<file path="src/design/line_draw_color_interp_core_macros.svh">
// Assertion macros shared by the line draw color interpolation core.
`ifndef LINE_DRAW_COLOR_INTERP_CORE_MACROS_SVH
`define LINE_DRAW_COLOR_INTERP_CORE_MACROS_SVH

// Checked property, masked while reset is asserted
`define LDCI_CHECK(lbl, prop, msg) \
    lbl: assert property (@(posedge clk) disable iff (!rst_n) prop) else $error(msg);

// Checked property, live during reset as well
`define LDCI_CHECK_ALWAYS(lbl, prop, msg) \
    lbl: assert property (@(posedge clk) prop) else $error(msg);

`endif

</file>
<file path="src/design/ldci_pkg.sv">
// Shared types and constants for the line draw color interpolation core.
package ldci_pkg;

    localparam int SCREEN_SIZE_DEF     = 1024;
    localparam int COLOR_FRAC_BITS_DEF = 16;

    // Input beat kinds
    localparam logic KIND_START   = 1'b0;
    localparam logic KIND_ADVANCE = 1'b1;

    // Slope cases
    localparam logic [2:0] CASE_VERT        = 3'd0;
    localparam logic [2:0] CASE_SHALLOW_POS = 3'd1;
    localparam logic [2:0] CASE_STEEP_POS   = 3'd2;
    localparam logic [2:0] CASE_SHALLOW_NEG = 3'd3;
    localparam logic [2:0] CASE_STEEP_NEG   = 3'd4;

    // Controller to datapath commands
    typedef struct packed {
        logic load;        // latch segment setup, start color divides
        logic adv;         // step one pixel
        logic emit_first;  // store color steps, emit first pixel
    } ldci_cmd_t;

    // Datapath to controller status
    typedef struct packed {
        logic out_free;    // output register can take a beat this cycle
        logic div_done;    // color step quotients ready
    } ldci_stat_t;

endpackage

</file>
<file path="src/design/ldci_div.sv">
// Three-lane restoring divider, one quotient bit per cycle.
module ldci_div #(
    parameter int NW = 25,
    parameter int CW = 10
) (
    input  logic                 clk,
    input  logic                 rst_n,
    input  logic                 start,
    input  logic [2:0][NW-1:0]   num,
    input  logic [CW-1:0]        den,
    output logic [2:0][NW-1:0]   quot,
    output logic                 done
);

    localparam int CNTW = $clog2(NW + 1);

    logic                busy_reg, busy_next;
    logic                done_reg, done_next;
    logic [CNTW-1:0]     cnt_reg, cnt_next;
    logic [CW-1:0]       den_reg;
    logic [2:0][NW-1:0]  q_reg, q_next;
    logic [2:0][CW-1:0]  rem_reg, rem_next;
    logic [2:0][CW:0]    trial;

    // One restoring step per lane
    always_comb
    begin
        busy_next = busy_reg;
        done_next = done_reg;
        cnt_next  = cnt_reg;
        q_next    = q_reg;
        rem_next  = rem_reg;
        for (int l = 0; l < 3; l++)
        begin
            trial[l] = {rem_reg[l], q_reg[l][NW-1]};
        end
        if (start)
        begin
            busy_next = 1'b1;
            done_next = 1'b0;
            cnt_next  = '0;
            q_next    = num;
            rem_next  = '0;
        end
        else if (busy_reg)
        begin
            for (int l = 0; l < 3; l++)
            begin
                if (trial[l] >= {1'b0, den_reg})
                begin
                    rem_next[l] = CW'(trial[l] - {1'b0, den_reg});
                    q_next[l]   = {q_reg[l][NW-2:0], 1'b1};
                end
                else
                begin
                    rem_next[l] = trial[l][CW-1:0];
                    q_next[l]   = {q_reg[l][NW-2:0], 1'b0};
                end
            end
            cnt_next = cnt_reg + 1'b1;
            if (cnt_reg == CNTW'(NW - 1))
            begin
                busy_next = 1'b0;
                done_next = 1'b1;
            end
        end
    end

    always_ff @(posedge clk or negedge rst_n)
    begin
        if (!rst_n)
        begin
            busy_reg <= 1'b0;
            done_reg <= 1'b0;
            cnt_reg  <= '0;
        end
        else
        begin
            busy_reg <= busy_next;
            done_reg <= done_next;
            cnt_reg  <= cnt_next;
        end
    end

    always_ff @(posedge clk)
    begin
        q_reg   <= q_next;
        rem_reg <= rem_next;
        if (start)
        begin
            den_reg <= den;
        end
    end

    assign quot = q_reg;
    assign done = done_reg;

endmodule

</file>
<file path="src/design/ldci_datapath.sv">
// Segment setup, midpoint stepping, color accumulation and output register.
module ldci_datapath #(
    parameter int SCREEN_SIZE     = ldci_pkg::SCREEN_SIZE_DEF,
    parameter int COLOR_FRAC_BITS = ldci_pkg::COLOR_FRAC_BITS_DEF,
    parameter int CW              = $clog2(SCREEN_SIZE)
) (
    input  logic                 clk,
    input  logic                 rst_n,
    input  ldci_pkg::ldci_cmd_t  cmd,
    output ldci_pkg::ldci_stat_t st,
    input  logic [CW-1:0]        x_start,
    input  logic [CW-1:0]        y_start,
    input  logic [CW-1:0]        x_end,
    input  logic [CW-1:0]        y_end,
    input  logic [2:0][7:0]      color_start,
    input  logic [2:0][7:0]      color_end,
    input  logic                 out_ready,
    output logic                 out_valid,
    output logic [CW-1:0]        pixel_x,
    output logic [CW-1:0]        pixel_y,
    output logic [2:0][7:0]      color,
    output logic                 last_pixel
);

    localparam int F  = COLOR_FRAC_BITS;
    localparam int DW = CW + 4;
    localparam int AW = F + 10;
    localparam int SW = F + 9;
    localparam int NW = ((8 + F > CW) ? 8 + F : CW) + 1;

    // Accumulator to 8-bit color: clamp at 0, round, clamp at 255
    function automatic logic [7:0] color_out(input logic signed [AW-1:0] acc);
        logic [AW-1:0] sum;
        logic [AW-F-1:0] v;
        if (acc < 0)
        begin
            return 8'd0;
        end
        sum = AW'(acc) + AW'(1 << (F - 1));
        v   = sum[AW-1:F];
        if (v > (AW-F)'(255))
        begin
            return 8'd255;
        end
        return v[7:0];
    endfunction

    // Segment state
    logic                      active_reg;
    logic [2:0]                case_reg;
    logic [CW-1:0]             col_reg, row_reg, stop_reg;
    logic signed [DW-1:0]      dec_reg, inc_s_reg, inc_d_reg;
    logic signed [2:0][AW-1:0] acc_reg;
    logic signed [2:0][SW-1:0] step_reg;
    logic [2:0]                neg_reg;
    logic                      lenz_reg;

    // Output register
    logic                      ovalid_reg;
    logic [CW-1:0]             ox_reg, oy_reg;
    logic [2:0][7:0]           ocol_reg;
    logic                      olast_reg;

    // Setup terms
    logic                      swap;
    logic [CW-1:0]             xa, ya, xb, yb;
    logic [2:0][7:0]           ca, cb;
    logic signed [DW-1:0]      dx, dy;
    logic [2:0]                case_new;
    logic [CW-1:0]             len, stop_new;
    logic signed [DW-1:0]      dec_new, inc_s_new, inc_d_new;
    logic [2:0]                neg_new;
    logic [2:0][NW-1:0]        num;
    logic signed [8:0]         diff;
    logic [7:0]                mag;
    logic [2:0][NW-1:0]        quot;
    logic                      div_done;

    // Step terms
    logic                      diag;
    logic signed [DW-1:0]      dec_nx;
    logic [CW-1:0]             col_nx, row_nx;
    logic signed [2:0][AW-1:0] acc_nx;
    logic                      last_nx, last_cur;
    logic [2:0][7:0]           col_cur_c, col_nx_c;

    // Endpoint ordering and slope case selection
    always_comb
    begin
        swap = (x_end == x_start) ? (y_end < y_start) : (x_end < x_start);
        xa = swap ? x_end : x_start;
        ya = swap ? y_end : y_start;
        xb = swap ? x_start : x_end;
        yb = swap ? y_start : y_end;
        ca = swap ? color_end : color_start;
        cb = swap ? color_start : color_end;
        dx = DW'($signed({1'b0, xb})) - DW'($signed({1'b0, xa}));
        dy = DW'($signed({1'b0, yb})) - DW'($signed({1'b0, ya}));
        if (dx == 0)
        begin
            case_new = ldci_pkg::CASE_VERT;
            stop_new = yb;
            len      = dy[CW-1:0];
            dec_new  = '0;
            inc_s_new = '0;
            inc_d_new = '0;
        end
        else if (dy >= 0 && dy <= dx)
        begin
            case_new = ldci_pkg::CASE_SHALLOW_POS;
            stop_new = xb;
            len      = dx[CW-1:0];
            dec_new  = DW'(dx - 2 * dy);
            inc_s_new = DW'(-2 * dy);
            inc_d_new = DW'(2 * (dx - dy));
        end
        else if (dy > dx)
        begin
            case_new = ldci_pkg::CASE_STEEP_POS;
            stop_new = yb;
            len      = dy[CW-1:0];
            dec_new  = DW'(2 * dx - dy);
            inc_s_new = DW'(2 * dx);
            inc_d_new = DW'(2 * (dx - dy));
        end
        else if (dy >= -dx)
        begin
            case_new = ldci_pkg::CASE_SHALLOW_NEG;
            stop_new = xb;
            len      = dx[CW-1:0];
            dec_new  = DW'(-2 * dy - dx);
            inc_s_new = DW'(-2 * dy);
            inc_d_new = DW'(-2 * dy - 2 * dx);
        end
        else
        begin
            case_new = ldci_pkg::CASE_STEEP_NEG;
            stop_new = yb;
            len      = CW'(-dy);
            dec_new  = DW'(-dy - 2 * dx);
            inc_s_new = DW'(-2 * dx);
            inc_d_new = DW'(-2 * dy - 2 * dx);
        end
        // Rounded magnitude numerators for the color steps
        for (int l = 0; l < 3; l++)
        begin
            diff       = $signed({1'b0, cb[l]}) - $signed({1'b0, ca[l]});
            neg_new[l] = diff[8];
            mag        = diff[8] ? 8'(-diff) : diff[7:0];
            num[l]     = (NW'(mag) << F) + NW'(len >> 1);
        end
    end

    ldci_div #(
        .NW (NW),
        .CW (CW)
    ) u_div (
        .clk   (clk),
        .rst_n (rst_n),
        .start (cmd.load),
        .num   (num),
        .den   (len),
        .quot  (quot),
        .done  (div_done)
    );

    // Midpoint step from the current pixel
    always_comb
    begin
        diag = 1'b0;
        case (case_reg) inside
            ldci_pkg::CASE_SHALLOW_POS, ldci_pkg::CASE_STEEP_NEG: diag = (dec_reg < 0);
            ldci_pkg::CASE_STEEP_POS, ldci_pkg::CASE_SHALLOW_NEG: diag = (dec_reg >= 0);
            default: diag = 1'b0;
        endcase
        dec_nx = dec_reg;
        col_nx = col_reg;
        row_nx = row_reg;
        if (case_reg != ldci_pkg::CASE_VERT)
        begin
            dec_nx = dec_reg + (diag ? inc_d_reg : inc_s_reg);
        end
        case (case_reg)
            ldci_pkg::CASE_SHALLOW_POS:
            begin
                col_nx = col_reg + 1'b1;
                row_nx = row_reg + CW'(diag);
            end
            ldci_pkg::CASE_SHALLOW_NEG:
            begin
                col_nx = col_reg + 1'b1;
                row_nx = row_reg - CW'(diag);
            end
            ldci_pkg::CASE_STEEP_POS:
            begin
                row_nx = row_reg + 1'b1;
                col_nx = col_reg + CW'(diag);
            end
            ldci_pkg::CASE_STEEP_NEG:
            begin
                row_nx = row_reg - 1'b1;
                col_nx = col_reg + CW'(diag);
            end
            default:
            begin
                row_nx = row_reg + 1'b1;
            end
        endcase
        // Lane selects of a packed array are unsigned, so sign-extend the step explicitly
        for (int l = 0; l < 3; l++)
        begin
            acc_nx[l]    = acc_reg[l] + AW'($signed(step_reg[l]));
            col_cur_c[l] = color_out(acc_reg[l]);
            col_nx_c[l]  = color_out(acc_nx[l]);
        end
        if (case_reg == ldci_pkg::CASE_SHALLOW_POS || case_reg == ldci_pkg::CASE_SHALLOW_NEG)
        begin
            last_cur = (col_reg == stop_reg);
            last_nx  = (col_nx == stop_reg);
        end
        else
        begin
            last_cur = (row_reg == stop_reg);
            last_nx  = (row_nx == stop_reg);
        end
    end

    // Control registers
    always_ff @(posedge clk or negedge rst_n)
    begin
        if (!rst_n)
        begin
            active_reg <= 1'b0;
            ovalid_reg <= 1'b0;
        end
        else
        begin
            if (cmd.load)
            begin
                active_reg <= 1'b0;
            end
            else if (cmd.emit_first)
            begin
                active_reg <= !last_cur;
            end
            else if (cmd.adv && active_reg)
            begin
                active_reg <= !last_nx;
            end
            if (cmd.emit_first || (cmd.adv && active_reg))
            begin
                ovalid_reg <= 1'b1;
            end
            else if (out_ready)
            begin
                ovalid_reg <= 1'b0;
            end
        end
    end

    // Segment and output payload
    always_ff @(posedge clk)
    begin
        if (cmd.load)
        begin
            case_reg  <= case_new;
            col_reg   <= xa;
            row_reg   <= ya;
            stop_reg  <= stop_new;
            dec_reg   <= dec_new;
            inc_s_reg <= inc_s_new;
            inc_d_reg <= inc_d_new;
            neg_reg   <= neg_new;
            lenz_reg  <= (len == '0);
            for (int l = 0; l < 3; l++)
            begin
                acc_reg[l] <= AW'(ca[l]) << F;
            end
        end
        else if (cmd.emit_first)
        begin
            for (int l = 0; l < 3; l++)
            begin
                if (lenz_reg)
                begin
                    step_reg[l] <= '0;
                end
                else if (neg_reg[l])
                begin
                    step_reg[l] <= -$signed({1'b0, quot[l][F+7:0]});
                end
                else
                begin
                    step_reg[l] <= $signed({1'b0, quot[l][F+7:0]});
                end
            end
            ox_reg    <= col_reg;
            oy_reg    <= row_reg;
            ocol_reg  <= col_cur_c;
            olast_reg <= last_cur;
        end
        else if (cmd.adv && active_reg)
        begin
            col_reg   <= col_nx;
            row_reg   <= row_nx;
            dec_reg   <= dec_nx;
            acc_reg   <= acc_nx;
            ox_reg    <= col_nx;
            oy_reg    <= row_nx;
            ocol_reg  <= col_nx_c;
            olast_reg <= last_nx;
        end
    end

    assign st.out_free = !ovalid_reg || out_ready;
    assign st.div_done = div_done;
    assign out_valid   = ovalid_reg;
    assign pixel_x     = ox_reg;
    assign pixel_y     = oy_reg;
    assign color       = ocol_reg;
    assign last_pixel  = olast_reg;

endmodule

</file>
<file path="src/design/ldci_ctrl.sv">
// Controller: input acceptance and sequencing of the segment setup.
`include "line_draw_color_interp_core_macros.svh"

module ldci_ctrl (
    input  logic                 clk,
    input  logic                 rst_n,
    input  logic                 in_valid,
    input  logic                 in_kind,
    output logic                 in_ready,
    input  ldci_pkg::ldci_stat_t st,
    output ldci_pkg::ldci_cmd_t  cmd
);

    localparam logic [1:0] S_IDLE = 2'd0;
    localparam logic [1:0] S_DIV  = 2'd1;
    localparam logic [1:0] S_EMIT = 2'd2;

    logic [1:0] state_reg, state_next;
    logic       fire;

    // Next state and commands
    always_comb
    begin
        state_next     = state_reg;
        in_ready       = 1'b0;
        cmd            = '0;
        fire           = 1'b0;
        unique case (state_reg)
            S_IDLE:
            begin
                in_ready = st.out_free;
                fire     = in_valid && st.out_free;
                if (fire && in_kind == ldci_pkg::KIND_START)
                begin
                    cmd.load   = 1'b1;
                    state_next = S_DIV;
                end
                else if (fire)
                begin
                    cmd.adv = 1'b1;
                end
            end
            S_DIV:
            begin
                if (st.div_done)
                begin
                    state_next = S_EMIT;
                end
            end
            S_EMIT:
            begin
                if (st.out_free)
                begin
                    cmd.emit_first = 1'b1;
                    state_next     = S_IDLE;
                end
            end
            default:
            begin
                state_next = S_IDLE;
            end
        endcase
    end

    always_ff @(posedge clk or negedge rst_n)
    begin
        if (!rst_n)
        begin
            state_reg <= S_IDLE;
        end
        else
        begin
            state_reg <= state_next;
        end
    end

    `LDCI_CHECK(a_div_to_emit, (state_reg == S_DIV && st.div_done) |=> (state_reg == S_EMIT), "divide done did not lead to first pixel")
    `LDCI_CHECK(a_emit_has_room, cmd.emit_first |-> st.out_free, "first pixel emitted into a full output register")
    `LDCI_CHECK(a_busy_blocks, (state_reg != S_IDLE) |-> !in_ready, "input accepted during segment setup")
    `LDCI_CHECK_ALWAYS(a_cmd_excl, !(cmd.load && cmd.adv) && !(cmd.load && cmd.emit_first), "conflicting datapath commands")

endmodule

</file>
<file path="src/design/line_draw_color_interp_core.sv">
// Top level of the line draw color interpolation core.
// Midpoint line rasterizer with per-pixel RGB interpolation. A start beat (tuser 0)
// carries both endpoints and colors and produces the segment's first pixel after
// the three color steps are divided out: the serial divider gives one quotient bit
// per cycle, and the first pixel is registered once the controller sees the divide
// done and the output register is free. The input is ready again once the controller
// is back in idle and the output register can take a beat. Each advance beat (tuser 1)
// produces the next pixel in the cycle after it is accepted; an advance with no
// open segment produces nothing. The segment's final pixel carries tlast. A start
// beat abandons any open segment. Coordinates wrap at SCREEN_SIZE, a power of two.
module line_draw_color_interp_core #(
    parameter int SCREEN_SIZE     = ldci_pkg::SCREEN_SIZE_DEF,
    parameter int COLOR_FRAC_BITS = ldci_pkg::COLOR_FRAC_BITS_DEF,
    parameter int CW              = $clog2(SCREEN_SIZE),
    parameter int IN_DW           = ((4 * CW + 48 + 7) / 8) * 8,
    parameter int OUT_DW          = ((2 * CW + 24 + 7) / 8) * 8
) (
    input  logic              clk,
    input  logic              rst_n,
    input  logic              s_axis_tvalid,
    output logic              s_axis_tready,
    // x_start, y_start, x_end, y_end, start_red, start_green, start_blue,
    // end_red, end_green, end_blue
    input  logic [IN_DW-1:0]  s_axis_tdata,
    // kind
    input  logic              s_axis_tuser,
    output logic              m_axis_tvalid,
    input  logic              m_axis_tready,
    // pixel_x, pixel_y, red, green, blue
    output logic [OUT_DW-1:0] m_axis_tdata,
    output logic              m_axis_tlast
);

    ldci_pkg::ldci_cmd_t  cmd;
    ldci_pkg::ldci_stat_t st;
    logic [CW-1:0]        pixel_x, pixel_y;
    logic [2:0][7:0]      color;
    logic [2:0][7:0]      color_start, color_end;

    // Input color unpacking
    assign color_start = {s_axis_tdata[4*CW+23:4*CW+16], s_axis_tdata[4*CW+15:4*CW+8],
                          s_axis_tdata[4*CW+7:4*CW]};
    assign color_end   = {s_axis_tdata[4*CW+47:4*CW+40], s_axis_tdata[4*CW+39:4*CW+32],
                          s_axis_tdata[4*CW+31:4*CW+24]};

    ldci_ctrl u_ctrl (
        .clk      (clk),
        .rst_n    (rst_n),
        .in_valid (s_axis_tvalid),
        .in_kind  (s_axis_tuser),
        .in_ready (s_axis_tready),
        .st       (st),
        .cmd      (cmd)
    );

    ldci_datapath #(
        .SCREEN_SIZE     (SCREEN_SIZE),
        .COLOR_FRAC_BITS (COLOR_FRAC_BITS),
        .CW              (CW)
    ) u_datapath (
        .clk         (clk),
        .rst_n       (rst_n),
        .cmd         (cmd),
        .st          (st),
        .x_start     (s_axis_tdata[CW-1:0]),
        .y_start     (s_axis_tdata[2*CW-1:CW]),
        .x_end       (s_axis_tdata[3*CW-1:2*CW]),
        .y_end       (s_axis_tdata[4*CW-1:3*CW]),
        .color_start (color_start),
        .color_end   (color_end),
        .out_ready   (m_axis_tready),
        .out_valid   (m_axis_tvalid),
        .pixel_x     (pixel_x),
        .pixel_y     (pixel_y),
        .color       (color),
        .last_pixel  (m_axis_tlast)
    );

    // Output packing, zero fill to whole bytes
    assign m_axis_tdata = OUT_DW'({color[2], color[1], color[0], pixel_y, pixel_x});

endmodule
</file>
<file path="config.mk">
export PLATFORM = sky130hd
export DESIGN_NAME = line_draw_color_interp_core
export DESIGN_NICKNAME = d
export VERILOG_FILES = /design/src/design/ldci_pkg.sv /design/src/design/ldci_div.sv /design/src/design/ldci_datapath.sv /design/src/design/ldci_ctrl.sv /design/src/design/line_draw_color_interp_core.sv
export VERILOG_INCLUDE_DIRS = /design/src /design/src/design
export SDC_FILE = /design/constraint.sdc
export NUM_CORES = 1
export LEC_CHECK = 0
export BUFFER_PORTS_ARGS = -buffer_cell sky130_fd_sc_hd__buf_2
export CAP_MARGIN = 20
export CORE_AREA = 2 2 271 273
export CTS_CLUSTER_SIZE = 8
export DETAILED_ROUTE_END_ITERATION = 10
export DIE_AREA = 0 0 273 275
export HOLD_SLACK_MARGIN = 0.08
export PLACE_DENSITY_LB_ADDON = 0.25
export SYNTH_ARGS = -nofsm -noshare
export SYNTH_HDL_FRONTEND = slang
export SYNTH_HIERARCHICAL = 1
export SYNTH_SLANG_ARGS = --single-unit
</file>
<file path="constraint.sdc">
create_clock -name clk -period 8.65 [get_ports clk]
set_input_delay 2.1625 -clock clk [delete_from_list [all_inputs] [get_ports clk]]
set_output_delay 2.1625 -clock clk [all_outputs]
set_load 0.02 [all_outputs]
</file>
==> out/metrics.yaml <==
floorplanning:
  rows: 99
  start_util_pct: 45.57
  io_pins: 144
  die_x_um: 273
  fp.dieH_um: 275
  core_area_um2: 72340
  dieArea_um2: 75080
layout:
  fillers: 6823
  syn2layout_area_growth_pct: 13.43
  fin_nets: 4309
  layout_common_cells: "nand2_1, nor2_1, edfxtp_1"
  largest_reg_flops: 78
  drive_gt1_share_pct: 14.07
  post-route-util_pct: 51.69
  layout_commonest_cell: "nand2_1"
  finalNonFillerCells: 4955
timing:
  holdWs_ns: 0.4526
  finalCritPeriodShare_pct: 93.93
  slew_violations: 0
  rsz0062_at_grt: "false"
  timing.slew.headroom_pct: 28.16
  final.setup_skew_ns: 0.03324
  worst_slew_pin_slew_ns: 1.078
  setup_slack_ns: 0.5247
  hold_viol: 0
  finalCriticalPeriod_ns: 8.125
  fmax_mhz: 123.1
  setup_viol_count_final: 0
global_route:
  first_global_vias: 26550
  grt_usage_pct: 24.53
  antenna_found_initial: 11
  grt_overflow: 0
  grt_max_degree: 139
  grt_pass1_wl_um: 147600
worst_hold_path:
  hp-start: "u_datapath/acc_reg[5]"
  worstHoldPathCells: 2
  hold_path_end: "u_datapath/acc_reg[5]"
  hold_path.class: "flop to flop"
logic_synthesis:
  synth_cell_type_count: 118
  avgSynthCellArea_um2: 8.884
  syn_area_um2: 32970
  synthFlopType: "edfxtp_1"
  ys.warnings.count: 6
  ys_seq_area_share_pct: 33.72
  synth_enable_flop_cells: 305
  synthCells: 3711
  asyncSetResetFlopFracSynth_pct: 2.750
  ys_seq_elements: 400
worst_setup_path:
  path_class: "primary input to flop"
  start_kind: "primary input"
  cpPeakStageDelay_ns: 0.45
  worstPathMaxFanout: 11
  critPathBufInv: 6
  r2r_start: "u_datapath/acc_reg[0]"
  critPathArrivalTime_ns: 8.47
  cp_slowest_cell: "a222oi_1"
  reg2reg_depth: 19
  crit_family: "compound AO/OA/AOI/OAI gates"
  crit-reg2reg-capture: "u_datapath/color[3]"
  end_kind: "flop"
  r2r_slack_ns: 3.06
  crit_required_ns: 9.00
clock_tree:
  cts.sinks: 400
  cts_tree: "yes"
  clockBufferDepth: 3
  cts_inserted_buffers: 56
  cts-root-buf: "clkbuf_16"
  cts_max_level: 2
  clk_latency_ns: 0.60
  clkSlewWorstSetupHoldPaths_ns: 0.05
  postCtsHoldBufs: 0
route:
  routed_wl_um: 93620
  vias_per_cell: 5.669
  wl_per_cell_um: 18.89
  drc: 0
  first_pass_iters: 6
  drt_iter0_drc: 2283
  dr_total_vias: 28090
  antenna_left: 0
placement:
  place_congestion: 0.9982
  port_buffers: 139
  dp_cells: 4846
  place_ws_ns: -0.1522
  place_hpwl_um: 71380
power:
  p_comb_share_pct: 54.7
  ir_drop_mv: 0.2056
  intPower_mw: 7.013
  p_switching_mw: 5.162
  pwr-share-clk_pct: 17.2
  leakage_nw: 15.50
  p_seq_share_pct: 28.1
  power_mw: 12.17
  power.density_nw_per_um2: 325.6
  switching_share_pct: 42.40
status:
  status: "finished, final reports clean"
job:
  max_cap_violations: 0
-- layer usage --
| metal | vias up | GRT usage (%) | wire (µm) |
|---|---|---|---|
| met2 | 804 | 39.54 | 41590 |
| met4 | 8 | 7.506 | 2736 |
| li1 | 13900 | - | - |
| met3 | 161 | 3.195 | 5593 |
| met5 | - | 0 | 57 |
| met1 | 13220 | 34.27 | 43640 |
-- area by class of cell --
cell class                 instances  area [µm²]  area share [%]
multi-input combinational       3015       20800           55.63
antenna                            2       5.005         0.01338
timing repair buffer             298        1952           5.220
clock buffer                     101        1580           4.226
sequential                       400       11120           29.73
clock inverter                     4       77.57          0.2074
tap                              959        1200           3.209
inverter                         176       660.6           1.767
-- Yosys cell counts (all sizes together) (9+ instances only) --
cell / number / area [µm²]
and2: 13 / 81.33
buf: 46 / 279.0
o21a: 26 / 202.7
o31ai: 36 / 297.8
nand4: 33 / 212.7
xor2: 174 / 1531
xnor2: 207 / 1847
o21bai: 26 / 195.2
dfrtp: 11 / 275.3
a21o: 77 / 578.1
and3: 33 / 206.5
dfxtp: 84 / 1682
nand3: 92 / 470.5
fa: 14 / 280.3
nand2: 410 / 1551
mux2i: 47 / 470.5
a21boi: 15 / 112.6
nor2b: 55 / 344.1
mux2: 93 / 1047
a21oi: 244 / 1240
or3: 26 / 162.7
nor2: 361 / 1363
o41ai: 16 / 147.7
a211oi: 66 / 525.5
edfxtp: 305 / 9159
nand2b: 52 / 325.3
o22ai: 38 / 237.7
nor4: 12 / 87.58
o21ai: 216 / 1104
or4: 14 / 105.1
and4: 16 / 147.6
o211ai: 19 / 152.6
nand3b: 12 / 90.09
a31oi: 50 / 312.8
maj3: 22 / 221.5
nor3: 66 / 346.6
or2: 28 / 175.2
a2111oi: 9 / 78.83
ha: 255 / 3191
inv: 175 / 656.9
clkbuf: 100 / 375.4
-- per-stage QoR --
step / cell area, µm² / TNS [ns]
6_report: 37390 / 0
5_1_grt: 37390 / 0
4_1_cts: 37370 / 0
3_5_place_dp: 35710 / -1.081
3_3_place_gp: 35710 / -0.007318
2_1_floorplan: 33180 / -0.06686
-- logic make-up after synthesis --
family / Yosys count / share of synthesized area, %
mux: 140 / 4.604
fa+ha+maj: 291 / 11.20
buf+inv: 322 / 3.989
simple gates: 1244 / 17.81
flops: 400 / 33.72
other cells: 2 / 0.02278
xor+xnor: 381 / 10.25
compound gates: 931 / 18.41
-- what timing repair did --
item	CTS	global route
gates resized for setup	0	2
buffers inserted	0	2
setup endpoints to repair	0	11
-- worst register-to-register path: stages, from the launching register on --
cell and delay, ns:
dfxtp_1 0.33, ha_1 0.17, inv_1 0.06, fa_1 0.40, nor2b_1 0.12, o21ai_0 0.11, a21oi_1 0.20, o21ai_0 0.12
a21boi_0 0.43, o21ai_0 0.26, a2111oi_0 0.69, o31ai_1 0.23, a2111oi_0 0.55, o21ai_0 0.14, nand2_1 0.10, xnor2_1 0.13
nor3_1 0.24, mux2i_1 0.58, nor2_1 0.11, o22ai_1 0.40
-- power groups by stage --
stage / registers (mW) / clock network [mW] / logic (mW)
finish: 3.42 / 2.09 / 6.66
global route: 3.49 / 2.21 / 7.38
CTS: 3.41 / 2.14 / 6.61
detailed placement: 3.45 / 0 / 6.57
global placement: 3.44 / 0 / 6.50
floorplan: 3.30 / 0 / 4.91
-- worst max-delay path by stage --
| stage | to | depth (start not counted) | from |
|---|---|---|---|
| 2_1_floorplan | u_datapath/u_div/quot[31] | 35 | s_axis_tdata[2] |
| 3_3_place_gp | u_datapath/lenz_reg | 30 | s_axis_tdata[4] |
| 3_5_place_dp | u_datapath/u_div/quot[50] | 31 | s_axis_tdata[4] |
| 4_1_cts | u_datapath/u_div/quot[30] | 30 | s_axis_tdata[4] |
| 5_1_grt | u_datapath/u_div/quot[2] | 30 | s_axis_tdata[17] |
| 6_report | u_datapath/u_div/quot[50] | 31 | s_axis_tdata[4] |
Note: power is estimated with default switching activity, not from simulation.
